## src/design/lfir_pkg.sv

```systemverilog
// Shared types and constants of the line FIR block.
`timescale 1ns / 1ps
`default_nettype none

package lfir_pkg;

    localparam int SAMPLE_W   = 16;  // sample field width on the input channel
    localparam int COEF_W     = 18;  // Q2.16 coefficient width
    localparam int NUM_COEF   = 7;
    localparam int OUT_W      = 24;  // filtered field width
    localparam int CFG_ADDR_W = 3;
    localparam int HW_W       = 2;   // half_width register width
    localparam int TAP_IDX_W  = 3;   // enough for any tap position up to seven taps

    // configuration register indexes
    localparam logic [CFG_ADDR_W-1:0] CFG_HALF_WIDTH = 3'd0;
    localparam logic [CFG_ADDR_W-1:0] CFG_COEF_0     = 3'd1;

    localparam logic signed [COEF_W-1:0] COEF_RESET_0 = 18'sd65536;

    typedef struct packed {
        logic valid;
        logic last;
    } t_tag;

endpackage

`default_nettype wire

```

## src/design/lfir_sum.sv

```systemverilog
// Registered adder tree over the cell products, then rounding and saturation.
`timescale 1ns / 1ps
`default_nettype none

module lfir_sum #(
    parameter int N  = 7,
    parameter int PW = 34,
    parameter int F  = 16
) (
    input  wire logic                          i_clk,
    input  wire logic                          i_rst_n,
    input  wire logic                          i_adv,
    input  wire lfir_pkg::t_tag                i_tag,
    input  wire logic signed [PW-1:0]          i_prod [N],
    output lfir_pkg::t_tag                     o_tag,
    output logic signed [lfir_pkg::OUT_W-1:0]  o_data
);

    localparam int NP    = (N + 1) / 2;
    localparam int AW    = PW + 1;
    localparam int TW    = AW + $clog2(NP);
    localparam int OW    = lfir_pkg::OUT_W;
    localparam int EXT_W = ((TW > F + OW) ? TW : F + OW) + 1;

    localparam logic signed [EXT_W-1:0] RND  = EXT_W'(1) << (F - 1);
    localparam logic signed [EXT_W-1:0] OMAX = EXT_W'((2 ** (OW - 1)) - 1);
    localparam logic signed [EXT_W-1:0] OMIN = -OMAX - EXT_W'(1);

    logic signed [AW-1:0]    r_pair [NP];
    logic signed [TW-1:0]    r_total;
    logic signed [OW-1:0]    r_out;
    lfir_pkg::t_tag          r_tag_a;
    lfir_pkg::t_tag          r_tag_b;
    lfir_pkg::t_tag          r_tag_c;

    logic signed [TW-1:0]    w_total;
    logic signed [EXT_W-1:0] w_rnd;
    logic signed [EXT_W-1:0] w_sh;
    logic signed [OW-1:0]    w_sat;

    genvar p;
    generate
        for (p = 0; p < NP; p++) begin : g_pair
            if (2 * p + 1 < N) begin : g_two
                always_ff @(posedge i_clk) begin
                    if (i_adv) begin
                        r_pair[p] <= AW'(i_prod[2*p]) + AW'(i_prod[2*p+1]);
                    end
                end
            end else begin : g_one
                always_ff @(posedge i_clk) begin
                    if (i_adv) begin
                        r_pair[p] <= AW'(i_prod[2*p]);
                    end
                end
            end
        end
    endgenerate

    always_comb begin
        w_total = '0;
        for (int k = 0; k < NP; k++) begin
            w_total = w_total + TW'(r_pair[k]);
        end
    end

    // add half an LSB, floor, clamp to the output range
    always_comb begin
        w_rnd = EXT_W'(r_total) + RND;
        w_sh  = w_rnd >>> F;
        if (w_sh > OMAX) begin
            w_sat = OW'(OMAX);
        end else if (w_sh < OMIN) begin
            w_sat = OW'(OMIN);
        end else begin
            w_sat = w_sh[OW-1:0];
        end
    end

    always_ff @(posedge i_clk) begin
        if (i_adv) begin
            r_total <= w_total;
            r_out   <= w_sat;
        end
    end

    always_ff @(posedge i_clk) begin
        if (!i_rst_n) begin
            r_tag_a <= '0;
            r_tag_b <= '0;
            r_tag_c <= '0;
        end else if (i_adv) begin
            r_tag_a <= i_tag;
            r_tag_b <= r_tag_a;
            r_tag_c <= r_tag_b;
        end
    end

    assign o_tag  = r_tag_c;
    assign o_data = r_out;

endmodule

`default_nettype wire

```

## config.mk

```make
export PLATFORM = sky130hd
export DESIGN_NAME = lfir_sum
export DESIGN_NICKNAME = d
export VERILOG_FILES = /design/src/design/lfir_pkg.sv /design/src/design/lfir_sum.sv
export SDC_FILE = /design/constraint.sdc
export NUM_CORES = 1
export LEC_CHECK = 0
export BUFFER_PORTS_ARGS = -buffer_cell sky130_fd_sc_hd__buf_2
export CAP_MARGIN = 20
export CELL_PAD_IN_SITES_DETAIL_PLACEMENT = 1
export CELL_PAD_IN_SITES_GLOBAL_PLACEMENT = 2
export CORE_MARGIN = 1
export CORE_UTILIZATION = 33
export CTS_CLUSTER_DIAMETER = 100
export DETAILED_ROUTE_END_ITERATION = 12
export PLACE_DENSITY_LB_ADDON = 0.1
export SYNTH_ARGS = -nofsm -noshare
export SYNTH_HDL_FRONTEND = slang
export SYNTH_SLANG_ARGS = --single-unit
```

## constraint.sdc

```tcl
create_clock -name i_clk -period 3.82 [get_ports i_clk]
set_clock_uncertainty 0.15 [all_clocks]
set_input_delay 0.382 -clock i_clk [delete_from_list [all_inputs] [get_ports i_clk]]
set_output_delay 0.382 -clock i_clk [all_outputs]
set_load 0.05 [all_outputs]
```

Word-level counts from Yosys, hierarchy flattened
Memory sizes are Yosys's and may differ from the RTL's.
Index checks and enable logic that the tools add are counted.
Widths: inputs -> output; s select.

storage, ports and cells
  logic and storage cells = 21
  bits of input ports = 243
  bits in latches = 0
  output and inout port bits = 26
  memories kept = 1
  memory bits (read-only) = 0
  memory bits (writable) = 140
  flip-flop bits (word level) = 67

memories
  name    words  bits a word  rd ports  clocked after Yosys merged registers in  wr ports  RTL line        source
  r_pair  4      35           4         0                                        4         lfir_sum.sv:29  logic signed [AW-1:0] r_pair [NP];

operators by class
  add/subtract/negate cells = 7
  order comparisons = 2
  reductions and logical operators = 0
  equality and inequality tests = 0
  multiplexer cells = 3
  bitwise gates (word level) = 0
  divide/modulo/power cells = 0
  shifts and indexed selects = 0
  $mul = 0

operators by type and width
  kind                    count
  $add 34x34->35          3
  $add 37x17->38 const B  1
  $add 36x35->37          1
  $add 37x35->37          1
  $add 35x35->36          1
  $gt 22x24->1 const B    1
  $lt 22x24->1 const B    1
  $mux 24                 1
  $mux 1                  2

Depth between registers and ports, before layout
  depth in word-level cells = 3
  mapped depth = 14
  mapped depth without buffers = 13

Least setup slack after synthesis
OpenSTA, ideal clock, no wires.

  kind = register to register
  start point = memory r_pair[0][2] (netlist bit)
  end point = register r_total[36] (data pin)
  data arrival time = 3.247 ns
  stages on the path, launching flop included = 14
  data required time = 3.410 ns
  setup time = 0.260 ns
  clock period less this slack = 3.657 ns
  setup slack = 0.163 ns
  path buffers = 0
  cells stage by stage = edfxtp_1 > inv_1 > fa_1 > inv_1 > fa_1 > ha_1 > nand4b_1 > a221oi_1 > o211ai_1 > a21oi_1 > a21oi_1 > o41ai_1 > a21oi_1 > xnor2_1

RTL lines
  element               RTL line        source
  from (decl)           lfir_sum.sv:29
  to (signal assigned)  lfir_sum.sv:82  r_total <= w_total;
  to (decl)             lfir_sum.sv:30  logic signed [TW-1:0] r_total;

==> flow_metrics.tcl <==
set metrics [dict create \
    status "complete, no violations" \
    grt_first_pass_wirelength_mm 67.4 \
    core_mm2 0.0444 \
    final_common_cell "buf_2" \
    rows 77 \
    grt_pass1_vias 12700 \
    fin_util 0.412 \
    min-delay-start "i_prod[16]" \
    critPathKind "flip-flop to flip-flop" \
    cts_inserted_buffers 17 \
    worst_pin_slew_ps 727 \
    drive_gt1_frac 0.223 \
    synthCells 1446 \
    cts_tree "built" \
    power_frac_comb 0.561 \
    cp_data_arrival_time_ps 3730 \
    cp_num_buf_inv 4 \
    reg2reg_to "r_total[35]" \
    cp-end-kind "flip-flop" \
    synthFlopType "edfxtp_1" \
    internal-power_w 0.00674 \
    gr-usage-met2 0.299 \
    cts.sinks 190 \
    cp_max_fo 6 \
    crit_path_start_kind "flip-flop" \
    hold_viol 0 \
    drt_pass1_iterations 4 \
    portBuffers 268 \
    cts_buffer_depth 2 \
    peakVddDrop_mv 0.376 \
    track_usage 0.187 \
    antenna_found_initial 0 \
    setup_viol 0 \
    dpl_cell_area_mm2 0.0172 \
    power_density_mw_per_mm2 624 \
    hold_path.class "primary input to flip-flop" \
    async_reset_ff_frac 0 \
    synthesis.area_mm2 0.0149 \
    num_vias 11600 \
    power.leakage_nw 8.26 \
    n_antenna_cell 0 \
    top_usage_layer "met2" \
    dieArea_mm2 0.0460 \
    finalCritPeriodShare 0.963 \
    clk_pin_slew_worst_paths_ps 70 \
    overflow 0 \
    final.min_clock_period_ps 3680 \
    cp_cell_sequence "inv_1 -> fa_1 -> fa_1 -> inv_1 -> ha_1 -> nand2_1 -> o21ai_1 -> o21ba_2 -> nor2b_1 -> o41ai_2 -> o41ai_2 -> buf_4 -> buf_4 -> xor2_1" \
    p_switching_w 0.00469 \
    crit_family "adder cells" \
    ys_ff_latch 190 \
    yosysWarningCount 0 \
    cts_root_buf "clkbuf_16" \
    clock_latency_ps 450 \
    required_ps 3870 \
    clock_power_share 0.153 \
    fin_area_mm2 0.0183 \
    grt_start_max_net_pins 74 \
    die_h_um 214 \
    gp_congestion 0.853 \
    worstHoldPathCells 1 \
    slew_headroom 0.511 \
    seq_power_share 0.286 \
    power_switching_share 0.410 \
    fmax_ghz 0.272 \
    final_nets 2236 \
    worstRegToRegCells 14 \
    hpwl_mm 35.2 \
    synth_edf_count 184 \
    r2r_start "r_pair[0][26]" \
    drv_slew 0 \
    first_iter_violations 401 \
    ys_seq_area_frac 0.379 \
    antenna_left 0 \
    grtUsageMet1 0.268 \
    synthesis.nets 1899 \
    rsz0062_at_grt "yes" \
    routed_wl_mm 42.2 \
    io_pins 269 \
    cts_max_level 4 \
    rrSetupSlack_ps 140 \
    worstHoldEndpoint "r_pair[3][16]" \
    layout_common_cells "267 x buf_2, 224 x inv_1, 184 x edfxtp_1" \
    die_x_um 214 \
    wl_per_cell_um 17.7 \
    maxCapViolCount 0 \
    max_stage_delay_ps 530 \
    area_growth_pct 22.9 \
    use_met3 0.0213 \
    cp_slowest_cell "fa_1" \
    ys_types 76 \
    drc_errors 0 \
    vias_per_cell 4.87 \
    avgSynthCellArea_um2 10.3 \
    initial_core_util 0.335 \
]
[synthesized netlist by cell type, types with 12 or more instances]
cell,instances,area share
nor3_1,20,0.0067
a21o_1,41,0.021
nand3_1,36,0.012
xor2_1,43,0.025
nand4_1,25,0.011
o21ai_0,65,0.022
inv_1,230,0.058
nor2_1,44,0.011
and3_1,16,0.0067
clkbuf_1,16,0.0040
edfxtp_1,184,0.37
o21bai_1,14,0.0071
nand2_1,71,0.018
a31oi_1,15,0.0063
a21oi_1,124,0.042
fa_1,73,0.098
xnor2_1,91,0.054
ha_1,137,0.12
nor2b_1,21,0.0088
o21a_1,12,0.0060
[registers in the layout, indices dropped and copies added, names as in the netlist]
name / flops
r_tag_a: 2
o_tag: 2
o_data: 23
r_pair: 139
r_tag_b: 2
r_total: 22
[stage by stage]
step                setup TNS, ps  std cells  power, W  setup WS, ps  hold WS (ps)
floorplan                       0       1446   0.00720           163           331
global placement             -122       2322   0.00914         -81.3           348
detailed placement           -529       2322   0.00924          -166           362
CTS                             0       2388    0.0112         0.330          4.30
global route                -84.5       2388    0.0123         -44.0          1.41
finish                          0       2388    0.0114           141          12.1
[layer usage]
layer,wire (um),vias up
met5,0,-
met4,647,0
met3,1150,35
met2,19000,215
met1,21400,5584
li1,-,5791
[kinds of logic (layout without fill, tap and decap cells)]
kind of cell,count (synthesis),after routing,share of synthesized area
AO/OA/AOI/OAI,363,363,0.157
XOR/XNOR,134,134,0.0788
adder cells (fa/ha/maj),210,210,0.213
buffers and inverters,253,603,0.0661
flip-flops,190,190,0.379
multiplexers,7,7,0.00470
AND/OR/NAND/NOR,289,289,0.101
[power by group through the flow]
stage / registers, W / clock network (W) / logic, W
3_5_place_dp: 0.00331 / 0 / 0.00592
2_1_floorplan: 0.00352 / 0 / 0.00368
3_3_place_gp: 0.00330 / 0 / 0.00584
5_1_grt: 0.00332 / 0.00185 / 0.00716
4_1_cts: 0.00327 / 0.00179 / 0.00610
6_report: 0.00327 / 0.00175 / 0.00641
[worst max-delay path by stage]
stage                              from     endpoint  slack (ps)  depth (start not counted)
final                     r_pair[0][26]  r_total[35]         140                         14
after global placement     r_pair[0][4]  r_total[36]         -80                         14
after detailed placement   r_pair[0][2]  r_total[36]        -170                         14
after global routing      r_pair[0][17]  r_total[34]         -40                         13
after CTS                 r_pair[3][15]  r_total[30]         0.3                         14
after floorplan            r_pair[0][2]  r_total[36]         160                         13
[cell type report]
class	instances	area, um^2
inverter	230	863
multi-input combinational	1003	8500
clock buffer	18	429
tap	592	741
clock inverter	14	135
timing repair buffer	341	1990
fill	5031	26100
sequential	190	5650
[repair_timing]
| action | in CTS | in global routing |
|---|---|---|
| pin swaps | 6 | 25 |
| endpoints found under the setup margin | 7 | 11 |
| gates resized for setup | 9 | 39 |
| hold buffers | 33 | 0 |
| buffers inserted | 1 | 1 |
| hold endpoints to repair | 33 | 0 |
[worst reg2reg max path: stages (launching register included)]
cell and delay (ps):
edfxtp_1 340, inv_1 60, fa_1 530, fa_1 520, inv_1 40, ha_1 390
nand2_1 170, o21ai_1 120, o21ba_2 270, nor2b_1 60, o41ai_2 240, o41ai_2 130
buf_4 150, buf_4 120, xor2_1 130
Power figures use the tool's default switching activity.
