<file path="src/design/lfir_pkg.sv">
// Shared types and constants of the line FIR block.
`timescale 1ns / 1ps
`default_nettype none

package lfir_pkg;

    localparam int SAMPLE_W   = 16;  // sample field width on the input channel
    localparam int COEF_W     = 18;  // Q2.16 coefficient width
    localparam int NUM_COEF   = 7;
    localparam int OUT_W      = 24;  // filtered field width
    localparam int CFG_ADDR_W = 3;
    localparam int HW_W       = 2;   // half_width register width
    localparam int TAP_IDX_W  = 3;   // enough for any tap position up to seven taps

    // configuration register indexes
    localparam logic [CFG_ADDR_W-1:0] CFG_HALF_WIDTH = 3'd0;
    localparam logic [CFG_ADDR_W-1:0] CFG_COEF_0     = 3'd1;

    localparam logic signed [COEF_W-1:0] COEF_RESET_0 = 18'sd65536;

    typedef struct packed {
        logic valid;
        logic last;
    } t_tag;

endpackage

`default_nettype wire

</file>
<file path="src/design/lfir_cell.sv">
// One window cell: holds a sample, passes it down the row, multiplies by its tap weight.
`timescale 1ns / 1ps
`default_nettype none

module lfir_cell #(
    parameter int SAMPLE_BITS = 16,
    parameter int PW          = SAMPLE_BITS + lfir_pkg::COEF_W
) (
    input  wire logic                              i_clk,
    input  wire logic                              i_adv,
    input  wire logic                              i_shift,
    input  wire logic                              i_clr,
    input  wire logic signed [SAMPLE_BITS-1:0]     i_x_in,
    input  wire logic signed [lfir_pkg::COEF_W-1:0] i_coef,
    output logic signed [SAMPLE_BITS-1:0]          o_x,
    output logic signed [PW-1:0]                   o_prod
);

    logic signed [SAMPLE_BITS-1:0] r_x;
    logic signed [PW-1:0]          r_prod;
    logic signed [PW-1:0]          w_prod;

    assign w_prod = PW'(r_x) * PW'(i_coef);

    // product uses the window as it stood before this edge's shift
    always_ff @(posedge i_clk) begin
        if (i_adv) begin
            r_prod <= w_prod;
            if (i_shift) begin
                r_x <= i_clr ? '0 : i_x_in;
            end
        end
    end

    assign o_x    = r_x;
    assign o_prod = r_prod;

endmodule

`default_nettype wire

</file>
<file path="config.mk">
export PLATFORM = sky130hd
export DESIGN_NAME = lfir_cell
export DESIGN_NICKNAME = d
export VERILOG_FILES = /design/src/design/lfir_pkg.sv /design/src/design/lfir_cell.sv
export SDC_FILE = /design/constraint.sdc
export NUM_CORES = 1
export LEC_CHECK = 0
export ABC_CLOCK_PERIOD_IN_PS = 7300
export BUFFER_PORTS_ARGS = -buffer_cell sky130_fd_sc_hd__buf_2
export CAP_MARGIN = 10
export CORE_MARGIN = 2
export CORE_UTILIZATION = 25
export DETAILED_ROUTE_END_ITERATION = 12
export PLACE_DENSITY_LB_ADDON = 0.1
export SLEW_MARGIN = 20
export SYNTH_ARGS = -nofsm -noshare
export SYNTH_HDL_FRONTEND = slang
export SYNTH_SLANG_ARGS = --single-unit
</file>
<file path="constraint.sdc">
create_clock -name i_clk -period 7.3 [get_ports i_clk]
set_clock_uncertainty 0.2 [all_clocks]
set_input_delay 2.19 -clock i_clk [delete_from_list [all_inputs] [get_ports i_clk]]
set_output_delay 2.19 -clock i_clk [all_outputs]
set_load 0.01 [all_outputs]
</file>
After elaboration in Yosys (flattened, before gate mapping). Cells that the tools add are included.

Multiply operators: 1. Reductions and logical operators: 1.

Operators with widths (count): 16-bit by 18-bit multiplier with 34-bit output (1); 2-bit AND reduction (1).

Register bits after elaboration: 50. Input bits: 38. Output and inout port bits: 50. Logic and storage cells: 4.

Depth between registers and ports, before layout. Gate-level depths: netlist of run 1.

Word-level depth: 1. Depth in mapped cells: 25. Gate-level depth less buffers: 23.

Worst setup path before layout of run 1. No wires, ideal clock.

Kind: input to register. From: in i_coef[17] (netlist name). To: reg r_prod[32], in the netlist o_prod[32] (data pin). Library setup time: 0.269 ns. Arrival time: 7.462 ns. Data required time: 6.831 ns. Setup slack: -0.630 ns. Stages on the path: 22. Path buffers: 1. Path through: clkbuf_1 -> nand2_1 -> inv_1 -> fa_1 -> fa_1 -> inv_1 -> fa_1 -> inv_1 -> fa_1 -> fa_1 -> inv_1 -> fa_1 -> inv_1 -> ha_1 -> a21o_1 -> a21oi_1 -> nor2b_1 -> o21ai_0 -> nor2_1 -> nor3_1 -> o31ai_1 -> xor2_1.

Word-level cells in the longest chain between the ends: 1.

RTL lines: start: declaration (RTL line lfir_cell.sv:14) `input wire logic signed [lfir_pkg::COEF_W-1:0] i_coef,`; 16-bit by 18-bit multiplier with 34-bit output (RTL line lfir_cell.sv:23) `assign w_prod = PW'(r_x) * PW'(i_coef);`; via w_prod[32] (RTL line lfir_cell.sv:21) `logic signed [PW-1:0] w_prod;`; end signal: assignment (RTL line lfir_cell.sv:28) `r_prod <= w_prod;`; end: declaration (RTL line lfir_cell.sv:20) `logic signed [PW-1:0] r_prod;`.

The timed path passes the listed nets, and every way through them passes these cells. A chain may end at the register's enable or synchronous reset.

Final worst setup path of run 1.
From: in i_coef[6] (netlist name). To: reg r_prod[32], in the netlist o_prod[32] (data pin).

The elaborated chain is that of the path after synthesis.

==> out/metrics.csv, run 1 <==
metric,value,unit
Critical Path End Type,flop,
Root Driver,clkbuf_16,
synth warn,0,
drt first pass iters,5,
fin nets,1924,
Worst Hold Class,flop to flop,
layout cells sized above 1,24.4,%
Hold Fails Final Rpt,0,
area of the mapped netlist,0.0125,sq mm
RSZ-0062 raised after global routing,yes,
Final period util,102,%
Crit path required time,7200,ps
status,finished with violations,
Vias,8940,
MaxCap Viol Count,0,
worst-path cell chain,buf_12 -> and2_4 -> fa_1 -> inv_2 -> fa_1 -> fa_1 -> fa_1 -> inv_1 -> fa_1 -> fa_1 -> ha_4 -> buf_6 -> and4_4 -> a21o_2 -> a21o_4 -> a31o_4 -> a21oi_4 -> o31ai_4 -> xor2_1,
vias per inst,4.11,
actual slew at the worst max-slew pin,951,ps
worst rel slew slack,36.6,%
Critical Path Max Stage Delay,570,ps
WP data arrival,7330,ps
Die Y,228,um
number of diodes,0,
post-synth cell types,45,
crit-path max FO,6,
Max Freq,0.135,GHz
critical hold path startpoint,o_x[0],
final core occ,32.0,%
maximum clock path buffer count,2,
clock sinks,50,
vias in the first global route,10700,
Crit Reg-Reg Startpoint,o_x[4],
Buf/Inv on CP,4,
Rows,81,
slowest CP cell,fa_1,
Clock Latency Late Sink,340,ps
asr flop ratio synth,0,%
first-pass GRT wire length,60800,um
mean routed wirelength per cell,17.3,um
area used by multi-input combinational logic,0.0101,sq mm
Final Max Slew Viols,0,
Avg Inst Size Synth,9.68,sq um
"Hold-fix buffers, CTS",0,
CTS tree,yes,
Starting Density,25.4,%
port buffer count,87,
DR DRC count,0,
final setup fails,10,
final setup margin,-133,ps
critical path launch point,i_coef[6],
Filler cells,5225,
hpwl dp,31900,um
Post-Syn Nets,1706,
largest net degree at the start of global routing,36,
failing checks,setup timing,
Register Area,0.00150,sq mm
io pins,88,
number of synthesized flops with an enable pin,50,
full die area,0.0518,sq mm
clk slew on worst S/H paths,90,ps
crit start category,input port,
post-synthesis instance total,1292,
clock buffer count from CTS,5,
die width,228,um
CP top delay family,adder cells,
Iter 0 DRT Violations,302,
Routed Antenna Nets,0,
global-route usage over all layers,15.9,%
initial antenna violation count,0,
"Top cell by count, worst path",fa_1,
WL final,37700,um
core region area,0.0492,sq mm
minimum clock period,7430,ps
gpl congestion,0.768,
sequential fraction of the synthesis area,12.0,%
Setup CP Type,input port to flop,
total gr overflow,0,
top_reg_cell synth,edfxtp_1,
Yosys reg bits,50,
Area Overhead vs Synth,25.8,%
htree depth,2,
==> logic make-up after synthesis <==
kind of cell | after synthesis | synth area share (%)
buf+inv | 383 | 11.5
fa+ha+maj | 376 | 55.0
simple gates | 352 | 14.0
compound gates | 96 | 4.95
flops | 50 | 12.0
xor+xnor | 35 | 2.45
==> synthesized netlist by cell type (all sizes together), types with 6 or more instances <==
cell    instances  share of area, %
nand2         159               4.8
clkbuf         41               1.2
o21ai          27               1.1
xnor2          26               1.8
a21oi          25               1.0
fa            290                46
nand2b          7              0.35
nor2b          20               1.0
a211oi          6              0.44
edfxtp         50                12
xor2            9              0.63
and2          126               6.3
inv           341                10
ha             86               8.6
a21o           14              0.86
nor2           24              0.72
==> routing by layer <==
metal | wire length [um] | GRT usage (%)
met1 | 16100 | 19.0
met2 | 19900 | 29.6
met3 | 940 | 2.17
met4 | 779 | 4.13
met5 | 0 | 0
==> sequential cells by signal, indices dropped and copies added, names as in the netlist <==
name	cells
o_prod	34
o_x	16
==> layout make-up <==
type	count	share of cell area, %
clock buffers	5	0.796
clock inverters	3	0.183
multi-input cells	859	64.0
repair buffers	253	12.0
inverters	341	8.14
flip-flops and latches	50	9.55
well taps	664	5.28
==> worst register-to-register path, delay by kind of cell, from the launching register on <==
kind,cells,cell delay [ps]
flip-flops,1,980
AO/OA/AOI/OAI,5,1040
adder cells (fa/ha/maj),7,3130
buffers and inverters,3,240
XOR/XNOR,1,170
AND/OR/NAND/NOR,2,470
==> timing repair <==
action / CTS / global route
setup endpoints to repair: 15 / 18
hold endpoints to repair: 0 / 0
buffers inserted: 9 / 3
pin swaps: 56 / 47
cloned: 0 / 1
gates resized for setup: 69 / 56
==> final timing paths <==
| check | to | slack [ps] | cells past startpoint |
|---|---|---|---|
| max reg2reg | o_prod[32] | 830 | 18 |
| min reg2reg | o_prod[0] | 1000 | 1 |
| max | o_prod[32] | -130 | 19 |
| min | o_prod[0] | 1000 | 1 |
==> placed cells by master (no fill, tap or decap), drive strengths merged, types with 3 or more instances in the layout <==
cell type / count
o21a: 4
nand2: 159
nor2b: 20
nor2: 24
nand3: 4
ha: 86
a21oi: 25
xor2: 9
xnor2: 26
inv: 342
o21ai: 27
a31oi: 3
fa: 290
clkbuf: 6
nand2b: 7
edfxtp: 50
a21o: 14
and2: 126
a211oi: 6
buf: 252
o21bai: 4
a211o: 3
nor3: 3
==> stage by stage <==
stage	cells	hold WS (ps)	area (sq um)	TNS [ps]	setup slack, ps
after CTS	2171	1040	15500	-1400	-204
after detailed placement	2155	1020	15000	-11180	-758
after floorplan	1292	656	12700	-757	-148
after global placement	2155	1030	15000	-10640	-764
final	2175	1000	15700	-958	-133
after global routing	2175	1060	15700	-2870	-275
Power of run 1 is left out: the tool's default activity adds up to more than one toggle a clock period on the data nets, which glitch-free logic cannot reach.
==> inputs of run 2 (changes only) <==
--- a/config.mk
+++ b/config.mk
@@ -11,7 +11,9 @@
 export CORE_MARGIN = 2
 export CORE_UTILIZATION = 25
 export DETAILED_ROUTE_END_ITERATION = 12
-export PLACE_DENSITY_LB_ADDON = 0.1
+export GPL_ROUTABILITY_DRIVEN = 0
+export GPL_TIMING_DRIVEN = 0
+export PLACE_DENSITY = 0.5
 export SLEW_MARGIN = 20
 export SYNTH_ARGS = -nofsm -noshare
 export SYNTH_HDL_FRONTEND = slang
==> run 2 against run 1 <==
Net effect: sequential share of layout area is 0.12 points higher; cell count fell by 3.0%; critical path depth rose by 4; critical endpoint is now o_prod[25]; clock-buffer cell count unchanged; largest cell class unchanged; the run still ends with setup timing left; sequential cell count unchanged.
==> out/metrics.csv, run 2 (synthesis results as in run 1) <==
metric,value,unit
dpl ws,-1260,ps
Worst Hold Class,flop to flop,
total gr overflow,0,
Max Freq,0.131,GHz
clock sinks,50,
TNS Setup,-2920,ps
Root Driver,clkbuf_16,
port buffer count,87,
failing checks,setup timing,
minimum clock period,7650,ps
clock buffer count from CTS,5,
mean routed wirelength per cell,17.0,um
MaxCap Viol Count,0,
final setup margin,-347,ps
Filler cells,5121,
Iter 0 DRT Violations,424,
WP data arrival,7550,ps
maximum clock path buffer count,2,
layout cells sized above 1,21.4,%
drt first pass iters,6,
final setup fails,17,
Final Max Slew Viols,0,
initial antenna violation count,1,
Critical Path End Type,flop,
global-route usage over all layers,14.6,%
Reg2Reg Depth,25,
Hold Fails Final Rpt,0,
Crit path required time,7200,ps
status,finished with violations,
Register Area,0.00150,sq mm
actual slew at the worst max-slew pin,1020,ps
CTS tree,yes,
first-pass GRT wire length,56000,um
dpl cells,2043,
die width,228,um
final core occ,31.6,%
WL final,35900,um
DR DRC count,0,
hpwl dp,29100,um
number of diodes,0,
Setup CP Type,input port to flop,
most frequent cells in the layout,"320 x inv_1, 275 x fa_1, 146 x nand2_1",
"Hold-fix buffers, CTS",0,
Clock Latency Late Sink,340,ps
core region area,0.0492,sq mm
r2r endpoint,o_prod[33],
Worst Setup EP,o_prod[25],
vias per inst,4.28,
worst rel slew slack,32.3,%
fin nets,1859,
largest net degree at the start of global routing,36,
area used by multi-input combinational logic,0.0102,sq mm
Starting Density,25.4,%
Routed Antenna Nets,0,
number of flip-flops in the largest register,34,
RSZ-0062 raised after global routing,yes,
critical path launch point,i_coef[5],
Post-Layout Cell Count,2110,
Crit Reg-Reg Startpoint,o_x[9],
Final period util,105,%
htree depth,2,
crit start category,input port,
io pins,88,
Rows,81,
vias in the first global route,9931,
full die area,0.0518,sq mm
Area Overhead vs Synth,24.2,%
r2r setup slk,340,ps
clk slew on worst S/H paths,90,ps
"leading cell type in the layout, fill and taps excluded",inv_1,
Die Y,228,um
Vias,9028,
crit-path max FO,6,
## run 2: changes by cell type in the layout (fill, tap and decap cells not counted), moves of 5 or more
cell       previous run  this run
buf_4               154        41
buf_8                 1        10
clkbuf_1              0        22
clkbuf_16             6        13
ha_1                 70        64
ha_2                  4         9
inv_1               327       320
inv_2                14        19
nand2_1             153       146
## run 2: critical path, stage by stage
cell       delay [ps]
buf_12             90
buf_8             100
buf_6             100
nand2_4            50
fa_2              590
inv_2              40
fa_1              540
ha_2              180
inv_2              40
fa_1              520
inv_2              50
fa_1              460
fa_1              580
ha_4              250
a2111oi_4         440
a211oi_4          100
a211oi_4          360
a211o_4           230
buf_6             120
nand3_4            70
a21oi_4           170
o21ba_1           170
xnor2_1            80
## run 2: worst min-delay path by stage
stage / start / to / slack, ps / cells past startpoint
finish: o_x[1] / o_prod[1] / 960 / 2
global route: o_x[1] / o_prod[1] / 1000 / 2
global placement: o_x[1] / o_prod[1] / 840 / 2
floorplan: o_x[1] / o_prod[1] / 660 / 2
CTS: o_x[1] / o_prod[1] / 870 / 2
detailed placement: o_x[1] / o_prod[1] / 850 / 2
## run 2: area by class of cell
class                   instances  share of cell area, %
repair buffers                147                   7.30
clock buffers                   5                  0.806
plain buffers                  41                   2.56
multi-input cells             859                   65.9
flip-flops and latches         50                   9.67
clock inverters                 3                  0.185
inverters                     341                   8.27
well taps                     664                   5.35
## run 2: repair_timing
| item | in CTS | in global routing |
|---|---|---|
| pin swaps | 41 | 90 |
| cloned | 1 | 1 |
| gates resized for setup | 95 | 134 |
| setup buffers | 35 | 26 |
| setup endpoints to repair | 19 | 19 |
## run 2: metal layers
metal  global-route usage, %  share of wire, %  routed length, um
met4                    4.55               3.4               1210
met3                    2.31               4.5               1600
met5                       0                 0                  0
met2                    25.7                50              18100
met1                    18.4                42              15100
## run 2: per-stage QoR
stage,area [sq um],hold WS [ps]
after floorplan,12700,656
after global placement,14000,837
after detailed placement,14000,852
after CTS,14800,870
after global routing,15500,998
final,15500,961
Power of run 2 is left out for the same reason.
